## config.mk

```make
export PLATFORM = sky130hd
export DESIGN_NAME = file_block_allocator
export DESIGN_NICKNAME = d
export VERILOG_FILES = /design/src/rtl/fba_pkg.sv /design/src/rtl/file_block_allocator.sv /design/src/rtl/fba_bitmap.sv /design/src/rtl/fba_ctrl.sv
export SDC_FILE = /design/constraint.sdc
export NUM_CORES = 2
export LEC_CHECK = 0
export BUFFER_PORTS_ARGS = -buffer_cell sky130_fd_sc_hd__buf_2
export CAP_MARGIN = 20
export CORE_MARGIN = 2
export CORE_UTILIZATION = 55
export CTS_CLUSTER_SIZE = 14
export DETAILED_ROUTE_END_ITERATION = 8
export HOLD_SLACK_MARGIN = 0.05
export PLACE_DENSITY = 0.71
export SYNTH_ARGS = -nofsm -noshare
export SYNTH_HDL_FRONTEND = slang
export SYNTH_HIERARCHICAL = 1
export SYNTH_SLANG_ARGS = --single-unit
```

## constraint.sdc

```tcl
create_clock -name clock -period 16.8 [get_ports clock]
set_clock_uncertainty 0.1 [all_clocks]
set_input_delay 3.36 -clock clock [delete_from_list [all_inputs] [get_ports clock]]
set_output_delay 3.36 -clock clock [all_outputs]
set_load 0.01 [all_outputs]
```

## src/rtl/fba_pkg.sv

```systemverilog
// Shared constants and types of the file block allocator.
`default_nettype none
package fba_pkg;
   localparam int NUM_BLOCKS_DEF      = 128;
   localparam int NUM_ENTRIES_DEF     = 16;
   localparam int MAX_FILE_BLOCKS_DEF = 8;
   localparam int NAME_W   = 64;
   localparam int ACTION_W = 2;
   localparam int REQ_W    = 4;
   localparam int FBLK_W   = 3;
   localparam int STATUS_W = 3;
   localparam int SLOT_W   = 4;
   localparam int DBLK_W   = 7;

   localparam logic [ACTION_W-1:0] ACT_CREATE    = 2'd0;
   localparam logic [ACTION_W-1:0] ACT_DELETE    = 2'd1;
   localparam logic [ACTION_W-1:0] ACT_TRANSLATE = 2'd2;
   localparam logic [ACTION_W-1:0] ACT_IGNORE    = 2'd3;

   localparam logic [STATUS_W-1:0] ST_OK        = 3'd0;
   localparam logic [STATUS_W-1:0] ST_TOO_BIG   = 3'd1;
   localparam logic [STATUS_W-1:0] ST_TAKEN     = 3'd2;
   localparam logic [STATUS_W-1:0] ST_FULL      = 3'd3;
   localparam logic [STATUS_W-1:0] ST_NO_SPACE  = 3'd4;
   localparam logic [STATUS_W-1:0] ST_NOT_FOUND = 3'd5;
   localparam logic [STATUS_W-1:0] ST_RANGE     = 3'd6;

   typedef struct packed {
      logic [STATUS_W-1:0] status;
      logic [SLOT_W-1:0]   slot;
      logic [DBLK_W-1:0]   dblk;
   } rsp_type;
endpackage
`default_nettype wire

```

## src/rtl/file_block_allocator.sv

```systemverilog
// Top level of the file block allocator: controller, bitmap and output register.
// One transaction at a time. Each item scans the entry table through its one-read-port
// name memory; a create then walks the bitmap memory twice, a count pass and a marking
// pass that reads and then writes each visited block in turn; delete frees each block of
// the entry and translate reads one pointer. After reset a clearing pass initializes the
// bitmap (block 0 busy) and no request is accepted until it ends. The result waits in a
// register until taken.
`default_nettype none
module file_block_allocator #(
   parameter int NUM_BLOCKS      = fba_pkg::NUM_BLOCKS_DEF,
   parameter int NUM_ENTRIES     = fba_pkg::NUM_ENTRIES_DEF,
   parameter int MAX_FILE_BLOCKS = fba_pkg::MAX_FILE_BLOCKS_DEF
) (
   input  wire  logic                         clock,
   input  wire  logic                         reset,
   input  wire  logic                         req_valid,
   output logic                               req_ready,
   input  wire  logic [fba_pkg::ACTION_W-1:0] req_action,
   input  wire  logic [fba_pkg::NAME_W-1:0]   req_file_name,
   input  wire  logic [fba_pkg::REQ_W-1:0]    req_block_request,
   input  wire  logic [fba_pkg::FBLK_W-1:0]   req_file_block,
   output logic                               rsp_valid,
   input  wire  logic                         rsp_ready,
   output logic [fba_pkg::STATUS_W-1:0]       rsp_status,
   output logic [fba_pkg::SLOT_W-1:0]         rsp_entry_slot,
   output logic [fba_pkg::DBLK_W-1:0]         rsp_disk_block
);
   localparam int BW = $clog2(NUM_BLOCKS);
   logic [BW-1:0]    rd_addr, wr_addr;
   logic             rd_busy, wr_en, wr_busy, bm_ready, res_valid;
   fba_pkg::rsp_type res_data;

   fba_bitmap #(.NUM_BLOCKS(NUM_BLOCKS)) u_bitmap (
      .clock, .reset, .rd_addr, .rd_busy, .wr_en, .wr_addr, .wr_busy,
      .clear_done(bm_ready)
   );

   fba_ctrl #(
      .NUM_BLOCKS(NUM_BLOCKS), .NUM_ENTRIES(NUM_ENTRIES),
      .MAX_FILE_BLOCKS(MAX_FILE_BLOCKS)
   ) u_ctrl (
      .clock, .reset, .req_valid, .req_ready, .req_action, .req_file_name,
      .req_block_request, .req_file_block,
      .res_valid, .res_take(rsp_ready), .res_data,
      .bm_rd_addr(rd_addr), .bm_rd_busy(rd_busy), .bm_wr_en(wr_en),
      .bm_wr_addr(wr_addr), .bm_wr_busy(wr_busy), .bm_ready
   );

   // result is held in the controller's register while in its response state
   assign rsp_valid      = res_valid;
   assign rsp_status     = res_data.status;
   assign rsp_entry_slot = res_data.slot;
   assign rsp_disk_block = res_data.dblk;
endmodule
`default_nettype wire

```

## src/rtl/fba_bitmap.sv

```systemverilog
// Free-block bitmap: one-bit memory with a registered read and a reset clearing sweep.
`default_nettype none
module fba_bitmap #(
   parameter int NUM_BLOCKS = fba_pkg::NUM_BLOCKS_DEF,
   localparam int BW = $clog2(NUM_BLOCKS)
) (
   input  wire  logic          clock,
   input  wire  logic          reset,
   input  wire  logic [BW-1:0] rd_addr,
   output logic                rd_busy,
   input  wire  logic          wr_en,
   input  wire  logic [BW-1:0] wr_addr,
   input  wire  logic          wr_busy,
   output logic                clear_done
);
   logic mem [NUM_BLOCKS];
   logic [BW:0] clr_ff, clr_in;
   logic        rd_ff;

   assign clear_done = clr_ff[BW];
   assign rd_busy    = rd_ff;
   assign clr_in     = clear_done ? clr_ff : clr_ff + 1'b1;

   always_ff @(posedge clock) begin
      if (reset) begin
         clr_ff <= '0;
      end else begin
         clr_ff <= clr_in;
      end
   end

   // sweep writes block 0 busy and the rest free; afterwards normal writes
   always_ff @(posedge clock) begin
      if (!clear_done) begin
         mem[clr_ff[BW-1:0]] <= (clr_ff[BW-1:0] == '0);
      end else if (wr_en) begin
         mem[wr_addr] <= wr_busy;
      end
      rd_ff <= mem[rd_addr];
   end
endmodule
`default_nettype wire

```

## src/rtl/fba_ctrl.sv

```systemverilog
// Sequencer for create, delete and translate over the entry table and the bitmap.
`default_nettype none
module fba_ctrl #(
   parameter int NUM_BLOCKS      = fba_pkg::NUM_BLOCKS_DEF,
   parameter int NUM_ENTRIES     = fba_pkg::NUM_ENTRIES_DEF,
   parameter int MAX_FILE_BLOCKS = fba_pkg::MAX_FILE_BLOCKS_DEF,
   localparam int BW = $clog2(NUM_BLOCKS),
   localparam int EW = (NUM_ENTRIES > 1) ? $clog2(NUM_ENTRIES) : 1,
   localparam int KW = (MAX_FILE_BLOCKS > 1) ? $clog2(MAX_FILE_BLOCKS) : 1,
   localparam int PW = EW + KW
) (
   input  wire  logic                            clock,
   input  wire  logic                            reset,
   input  wire  logic                            req_valid,
   output logic                                  req_ready,
   input  wire  logic [fba_pkg::ACTION_W-1:0]    req_action,
   input  wire  logic [fba_pkg::NAME_W-1:0]      req_file_name,
   input  wire  logic [fba_pkg::REQ_W-1:0]       req_block_request,
   input  wire  logic [fba_pkg::FBLK_W-1:0]      req_file_block,
   output logic                                  res_valid,
   input  wire  logic                            res_take,
   output fba_pkg::rsp_type                      res_data,
   output logic [BW-1:0]                         bm_rd_addr,
   input  wire  logic                            bm_rd_busy,
   output logic                                  bm_wr_en,
   output logic [BW-1:0]                         bm_wr_addr,
   output logic                                  bm_wr_busy,
   input  wire  logic                            bm_ready
);
   localparam logic [3:0] S_IDLE  = 4'd0;
   localparam logic [3:0] S_ESCAN = 4'd1;  // read entries one by one
   localparam logic [3:0] S_EDEC  = 4'd2;  // decide after scan
   localparam logic [3:0] S_BCNT  = 4'd3;  // count free blocks
   localparam logic [3:0] S_BALC  = 4'd4;  // mark blocks busy
   localparam logic [3:0] S_DEL   = 4'd5;  // free blocks of the entry
   localparam logic [3:0] S_TRD   = 4'd6;  // pointer read
   localparam logic [3:0] S_RSP   = 4'd7;
   localparam logic [3:0] S_DELW  = 4'd8;  // pointer read wait on delete

   localparam logic [EW:0] NE = (EW+1)'(NUM_ENTRIES);
   localparam logic [BW:0] NB = (BW+1)'(NUM_BLOCKS);

   // entry table memories; pointers are addressed as {entry, block number}
   logic [fba_pkg::NAME_W-1:0] name_mem [NUM_ENTRIES];
   logic [fba_pkg::REQ_W-1:0]  len_mem  [NUM_ENTRIES];
   logic                       vld_ff   [NUM_ENTRIES];
   logic [BW-1:0]              ptr_mem  [2**PW];

   logic [3:0]                  state_ff, state_in;
   logic [fba_pkg::ACTION_W-1:0] act_ff;
   logic [fba_pkg::NAME_W-1:0]  nm_ff;
   logic [fba_pkg::REQ_W-1:0]   rq_ff;
   logic [fba_pkg::FBLK_W-1:0]  fb_ff;
   logic [EW:0]                 ecnt_ff;
   logic                        erd_v_ff;
   logic [EW-1:0]               erd_idx_ff;
   logic [fba_pkg::NAME_W-1:0]  erd_name_ff;
   logic [fba_pkg::REQ_W-1:0]   erd_len_ff;
   logic                        erd_vld_ff;
   logic                        hit_ff, free_ok_ff;
   logic [EW-1:0]               hit_idx_ff, free_idx_ff;
   logic [fba_pkg::REQ_W-1:0]   hit_len_ff;
   logic [BW:0]                 bcnt_ff;
   logic                        brd_v_ff;
   logic [BW-1:0]               brd_idx_ff;
   logic [fba_pkg::REQ_W:0]     k_ff;
   logic [BW-1:0]               ptr_rd_ff;
   logic                        fin_ff;
   fba_pkg::rsp_type            rsp_ff;
   logic [KW-1:0]               dk;

   assign req_ready = (state_ff == S_IDLE) && bm_ready;
   assign res_valid = (state_ff == S_RSP);
   assign res_data  = rsp_ff;
   assign state_in  = state_ff;
   assign dk        = k_ff[KW-1:0];

   always_comb begin
      bm_rd_addr = bcnt_ff[BW-1:0];
      bm_wr_en   = 1'b0;
      bm_wr_addr = '0;
      bm_wr_busy = 1'b0;
      if (state_ff == S_BALC && brd_v_ff && !bm_rd_busy &&
          k_ff < {1'b0, rq_ff}) begin
         bm_wr_en   = 1'b1;
         bm_wr_addr = brd_idx_ff;
         bm_wr_busy = 1'b1;
      end else if (state_ff == S_DEL && erd_v_ff) begin
         bm_wr_en   = 1'b1;
         bm_wr_addr = ptr_rd_ff;
      end
   end

   // pointer memory: synchronous read
   always_ff @(posedge clock) begin
      ptr_rd_ff <= ptr_mem[{hit_idx_ff, dk}];
      if (state_ff == S_BALC && bm_wr_en) begin
         ptr_mem[{free_idx_ff, dk}] <= brd_idx_ff;
      end
   end

   // name and length memories: synchronous read, written on create end
   always_ff @(posedge clock) begin
      erd_name_ff <= name_mem[ecnt_ff[EW-1:0]];
      erd_len_ff  <= len_mem[ecnt_ff[EW-1:0]];
      if (fin_ff && act_ff == fba_pkg::ACT_CREATE) begin
         name_mem[free_idx_ff] <= nm_ff;
         len_mem[free_idx_ff]  <= rq_ff;
      end
   end

   always_ff @(posedge clock) begin
      if (reset) begin
         state_ff <= S_IDLE;
         fin_ff   <= 1'b0;
         erd_v_ff <= 1'b0;
         brd_v_ff <= 1'b0;
         for (int i = 0; i < NUM_ENTRIES; i++) vld_ff[i] <= 1'b0;
      end else begin
         state_ff <= state_in;
         fin_ff   <= 1'b0;
         if (fin_ff) begin
            vld_ff[act_ff == fba_pkg::ACT_CREATE ? free_idx_ff : hit_idx_ff]
               <= (act_ff == fba_pkg::ACT_CREATE);
         end
         unique case (state_ff)
            S_IDLE: begin
               if (req_valid && bm_ready) begin
                  act_ff   <= req_action;
                  nm_ff    <= req_file_name;
                  rq_ff    <= req_block_request;
                  fb_ff    <= req_file_block;
                  ecnt_ff  <= '0;
                  erd_v_ff <= 1'b0;
                  hit_ff   <= 1'b0;
                  free_ok_ff <= 1'b0;
                  hit_idx_ff <= '0;
                  free_idx_ff <= '0;
                  if (req_action != fba_pkg::ACT_IGNORE) state_ff <= S_ESCAN;
               end
            end
            S_ESCAN: begin
               // read issued at ecnt; data arrives next cycle
               erd_v_ff   <= (ecnt_ff < NE);
               erd_idx_ff <= ecnt_ff[EW-1:0];
               erd_vld_ff <= vld_ff[ecnt_ff[EW-1:0]];
               if (ecnt_ff < NE) ecnt_ff <= ecnt_ff + 1'b1;
               if (erd_v_ff) begin
                  if (erd_vld_ff && erd_name_ff == nm_ff && !hit_ff) begin
                     hit_ff     <= 1'b1;
                     hit_idx_ff <= erd_idx_ff;
                     hit_len_ff <= erd_len_ff;
                  end
                  if (!erd_vld_ff && !free_ok_ff) begin
                     free_ok_ff  <= 1'b1;
                     free_idx_ff <= erd_idx_ff;
                  end
               end
               if (!(ecnt_ff < NE) && !erd_v_ff) state_ff <= S_EDEC;
            end
            S_EDEC: begin
               rsp_ff   <= '{fba_pkg::ST_OK, '0, '0};
               bcnt_ff  <= '0;
               brd_v_ff <= 1'b0;
               k_ff     <= '0;
               erd_v_ff <= 1'b0;
               state_ff <= S_RSP;
               priority case (act_ff)
                  fba_pkg::ACT_CREATE: begin
                     if ({1'b0, rq_ff} > (fba_pkg::REQ_W+1)'(MAX_FILE_BLOCKS))
                        rsp_ff.status <= fba_pkg::ST_TOO_BIG;
                     else if (hit_ff)
                        rsp_ff.status <= fba_pkg::ST_TAKEN;
                     else if (!free_ok_ff)
                        rsp_ff.status <= fba_pkg::ST_FULL;
                     else
                        state_ff <= S_BCNT;
                  end
                  fba_pkg::ACT_DELETE: begin
                     if (!hit_ff) rsp_ff.status <= fba_pkg::ST_NOT_FOUND;
                     else state_ff <= S_DELW;
                  end
                  default: begin
                     if (!hit_ff) rsp_ff.status <= fba_pkg::ST_NOT_FOUND;
                     else if ({1'b0, fb_ff} >= hit_len_ff ||
                              32'(fb_ff) >= MAX_FILE_BLOCKS)
                        rsp_ff.status <= fba_pkg::ST_RANGE;
                     else begin
                        k_ff     <= (fba_pkg::REQ_W+1)'(fb_ff);
                        state_ff <= S_TRD;
                     end
                  end
               endcase
            end
            S_BCNT: begin
               // count free blocks until the request is covered or every block has been read
               brd_v_ff   <= (bcnt_ff < NB);
               brd_idx_ff <= bcnt_ff[BW-1:0];
               if (bcnt_ff < NB) bcnt_ff <= bcnt_ff + 1'b1;
               if (brd_v_ff && !bm_rd_busy) k_ff <= k_ff + 1'b1;
               if (k_ff + (brd_v_ff && !bm_rd_busy) >= {1'b0, rq_ff}) begin
                  bcnt_ff  <= '0;
                  brd_v_ff <= 1'b0;
                  k_ff     <= '0;
                  state_ff <= S_BALC;
               end else if (!(bcnt_ff < NB) && !brd_v_ff) begin
                  rsp_ff.status <= fba_pkg::ST_NO_SPACE;
                  state_ff      <= S_RSP;
               end
            end
            S_BALC: begin
               // read-modify-write: each bit is read, then written in a separate step, avoiding read-after-write
               if (k_ff >= {1'b0, rq_ff}) begin
                  fin_ff      <= 1'b1;
                  rsp_ff.slot <= fba_pkg::SLOT_W'(free_idx_ff);
                  state_ff    <= S_RSP;
               end else if (brd_v_ff) begin
                  brd_v_ff <= 1'b0;
                  if (!bm_rd_busy) k_ff <= k_ff + 1'b1;
               end else begin
                  brd_v_ff   <= 1'b1;
                  brd_idx_ff <= bcnt_ff[BW-1:0];
                  bcnt_ff    <= bcnt_ff + 1'b1;
               end
            end
            S_DELW: begin
               // pointer at k is being read
               if (k_ff >= {1'b0, hit_len_ff} ||
                   k_ff >= (fba_pkg::REQ_W+1)'(MAX_FILE_BLOCKS)) begin
                  fin_ff      <= 1'b1;
                  rsp_ff.slot <= fba_pkg::SLOT_W'(hit_idx_ff);
                  state_ff    <= S_RSP;
               end else begin
                  erd_v_ff <= 1'b1;
                  state_ff <= S_DEL;
               end
            end
            S_DEL: begin
               erd_v_ff <= 1'b0;
               k_ff     <= k_ff + 1'b1;
               state_ff <= S_DELW;
            end
            S_TRD: begin
               if (erd_v_ff) begin
                  rsp_ff.slot <= fba_pkg::SLOT_W'(hit_idx_ff);
                  rsp_ff.dblk <= fba_pkg::DBLK_W'(ptr_rd_ff);
                  state_ff    <= S_RSP;
               end
               erd_v_ff <= 1'b1;
            end
            S_RSP: begin
               if (res_take) state_ff <= S_IDLE;
            end
            default: state_ff <= S_IDLE;
         endcase
      end
   end
endmodule
`default_nettype wire

```

==> summary.md <==
| Metric | Value |
|---|---|
| Status | finished, final reports clean |
| Most common cell after layout, fill and taps aside | edfxtp_1 |
| Worst-path maximum fanout | 20 |
| Unrepaired setup endpoints after global routing | no |
| Worst hold path cell count | 0 |
| Most frequent cells in the layout | edfxtp_1 (2259), mux4_2 (418), nor2_1 (395) |
| # DRC | 0 |
| Fillers | 11300 |
| Vias/cell | between 6 and 7 |
| Post-CTS Setup Bufs | 0 |
| Count of input and output buffers | between 90 and 100 |
| Area of the mapped netlist | between 90000 and 100000 um^2 |
| DRT iter0 DRCs | about 6900 |
| Largest net degree at the start of global routing | approximately 130 |
| Async SR Flop Fraction | 0% |
| Syn Area/Cell | 19.3 um^2 |
| Final period util | between 30% and 40% |
| R2R cell count | 10 |
| Die width | just over 400 um |
| Setup TNS | 0 ns |
| CP cell instances | nor2_1, and3_1, buf_2 |
| Post-synthesis register bit count | roughly 2400 |
| Routed via count | between 40000 and 50000 |
| Startpoint types | flip-flop |
| Final setup violation count | 0 |
| Maximum buffer depth of the clock tree | 3 |
| Worst EP required | between 10 and 15 ns |
| Crit-path slowest cell | nor2_1 |
| Core area | ~170000 um^2 |
| Detailed Routing Iterations Pass 1 | 6 |
| Vias in the first global route | 47000 |
| Maxcap violations | 0 |
| Slowest cell delay on critical path | around 0.7 ns |
| Initial Util | a little under three fifths |
| Post-DP HPWL | between 100000 and 150000 um |
| Wire length per cell | approximately 31 um |
| Yosys cell types | between 90 and 100 |
| Worst-path clk slew | roughly 0.060 ns |
| Worst-Margin Slew | between 1 and 1.5 ns |
| Min Tclk post-route | 5.89 ns |
| Peak supply drop | roughly 0.00013 V |
| Gr usage total | between 20% and 30% |
| Initial antenna violation count | 6 |
| Final wirelength | between 200000 and 250000 um |
| Worst Path Arrival | between 2 and 2.5 ns |
| Mapped Cells | 4752 |
| CTS tree | done |
| Inserted Clock Buffers | 218 |
| Relative slew slack | 22.2% |
| Pwr Total | 12.4 mW |
| Net count, final | about 5000 |
| PD cells | between 100 and 150 nW/um^2 |
| Synth Warn # | 6 |
| Fin. Hold Viols | 0 |
| Sequential fraction of the synthesis area | between 70% and 80% |
| R2r setup slk | around 12 ns |
| Hold buffers post-CTS | 0 |
| CP Capture Type | output port |
| Antenna viol nets, final | 0 |
| Root Buffer | clkbuf_16 |
| Critical path class | reg2out |
| Area growth syn-to-layout | 10.6% |
| Grt total ovfl | 0 |
| Die footprint | 170000 um^2 |
| Post-synth EDFFs | between 2000 and 2500 |
| Die H | between 400 and 500 um |
| Share of cells above drive strength 1 | between 20% and 30% |
| Final Wtd Congestion | between 0.8 and 0.9 |
| Row count | roughly 150 |
| Post-CTS sizing | 0 |
| Sink Count | between 2000 and 2500 |
| H-Tree Level Count | 4 |
| FMAX | between 150 and 200 MHz |
| Most used DFF post-synth | edfxtp_1 |
| P_leak | 31.9 nW |
| Worst skew pair latency | between 0.8 and 0.9 ns |
| Top-level port count | 93 |
| Min-Delay Path Class | reg2reg |
| Max-slew violations | 0 |
| First-pass GRT wire length | about 330000 um |
| Syn nets | between 4000 and 5000 |
## final timing paths
check	startpoint	end
worst max-delay path	u_ctrl/state_ff[0]	req_ready
worst max register to register	u_ctrl/state_ff[0]	u_bitmap/mem[24]
worst min register to register	u_ctrl/erd_len_ff[0]	u_ctrl/hit_len_ff[0]
worst min-delay path	u_ctrl/erd_len_ff[0]	u_ctrl/hit_len_ff[0]
## cells in the mapped netlist (all sizes together), types with 6 or more instances
| master | number | area share [%] |
|---|---|---|
| o221ai | 21 | 0.20 |
| ha | 23 | 0.31 |
| xor2 | 30 | 0.29 |
| o21ai | 64 | 0.35 |
| inv | 44 | 0.18 |
| a2111oi | 9 | 0.11 |
| o22ai | 18 | 0.12 |
| nand3b | 12 | 0.098 |
| a31oi | 13 | 0.089 |
| a221o | 21 | 0.23 |
| nor2b | 22 | 0.15 |
| mux4 | 419 | 10 |
| nor3b | 8 | 0.089 |
| or2 | 8 | 0.054 |
| nand2 | 132 | 0.54 |
| a211oi | 19 | 0.16 |
| o211ai | 21 | 0.17 |
| edfxtp | 2259 | 74 |
| a21oi | 94 | 0.51 |
| nand2b | 37 | 0.28 |
| a221oi | 101 | 0.97 |
| a22oi | 72 | 0.59 |
| nor3 | 16 | 0.093 |
| o2111ai | 7 | 0.067 |
| a211o | 8 | 0.076 |
| o2bb2ai | 30 | 0.29 |
| dfxtp | 91 | 2.0 |
| clkbuf | 95 | 0.39 |
| a22o | 22 | 0.21 |
| nor2 | 415 | 1.7 |
| o21a | 6 | 0.049 |
| nor4 | 19 | 0.13 |
| xnor2 | 37 | 0.35 |
| buf | 180 | 1.3 |
| and2 | 16 | 0.11 |
| mux2 | 112 | 1.4 |
| nand4 | 17 | 0.12 |
| nand3 | 45 | 0.25 |
| o31ai | 7 | 0.057 |
| mux2i | 87 | 0.96 |
| a21o | 13 | 0.11 |
| and3 | 13 | 0.089 |
## power breakdown
group	switching, mW	total (mW)	internal, mW	leakage (nW)
Clock	2.11	4.77	2.66	3.38
Sequential	0.0605	6.52	6.46	21.1
Combinational	0.726	1.16	0.429	7.45
## state kept, by name, summed over array words and instances, names as in the netlist, 2 cells and up
signal and count:
u_ctrl/fb_ff 3, u_ctrl/k_ff 5, u_ctrl/len_mem 64, u_ctrl/hit_len_ff 4, u_ctrl/name_mem 1024, u_bitmap/mem 128
u_ctrl/brd_idx_ff 7, u_ctrl/free_idx_ff 4, u_ctrl/bcnt_ff 8, u_ctrl/act_ff 2, u_ctrl/ecnt_ff 5, u_ctrl/res_data 14
u_ctrl/ptr_rd_ff 7, u_ctrl/state_ff 4, u_ctrl/erd_name_ff 64, u_ctrl/nm_ff 64, u_ctrl/vld_ff 16, u_ctrl/erd_len_ff 4
u_bitmap/clr_ff 8, u_ctrl/erd_idx_ff 4, u_ctrl/rq_ff 4, u_ctrl/ptr_mem 896, u_ctrl/hit_idx_ff 4
## metrics by stage
stage,utilization (%),instances,setup WS [ns],hold slack (ns),area [um^2]
finish,61.4,7283,10.91,0.304,102000
global route,61.4,7281,10.84,0.311,102000
CTS,61.4,7274,10.89,0.303,101000
detailed placement,57.2,6864,10.97,0.289,94600
global placement,57.2,6863,11.05,0.291,94500
floorplan,-,4752,7.50,0.286,91800
## final cells by class
class | instances | area, um^2 | share of cell area, %
Clock buffer | 305 | 6050 | 5.95
Multi-Input combinational cell | 2081 | 20600 | 20.3
Timing Repair Buffer | 204 | 1480 | 1.46
Sequential cell | 2350 | 69700 | 68.6
Clock inverter | 105 | 858 | 0.845
Tap cell | 2189 | 2740 | 2.70
Antenna cell | 3 | 7.51 | 0.00739
Inverter | 46 | 173 | 0.170
## cells by family (layout without fill, tap and decap cells)
logic type               Yosys count  after routing  share of synthesized area (%)
other                              0              3                              0
flip-flops                      2350           2350                           75.8
adder cells (fa/ha/maj)           23             23                          0.313
AO/OA/AOI/OAI                    587            587                           4.77
buffers and inverters            321            660                           1.87
XOR/XNOR                          67             67                          0.639
AND/OR/NAND/NOR                  786            786                           3.95
multiplexers                     618            618                           12.6
## layer usage
| metal | track usage [%] | part of all wire, % | up-vias |
|---|---|---|---|
| li1 | - | - | 19700 |
| met1 | 37.3 | 39 | 24800 |
| met2 | 42.2 | 48 | 2770 |
| met3 | 4.34 | 9.1 | 533 |
| met4 | 9.97 | 4.2 | 4 |
| met5 | 0 | 0.012 | - |
## critical path, delay by kind of cell, from the launching register on
kind / cells / cell delay (ns)
buffers and inverters: 1 / 0.13
and+or+nand+nor: 2 / 0.98
DFF: 1 / 0.50
No activity file was read; power rests on OpenSTA's default activity.
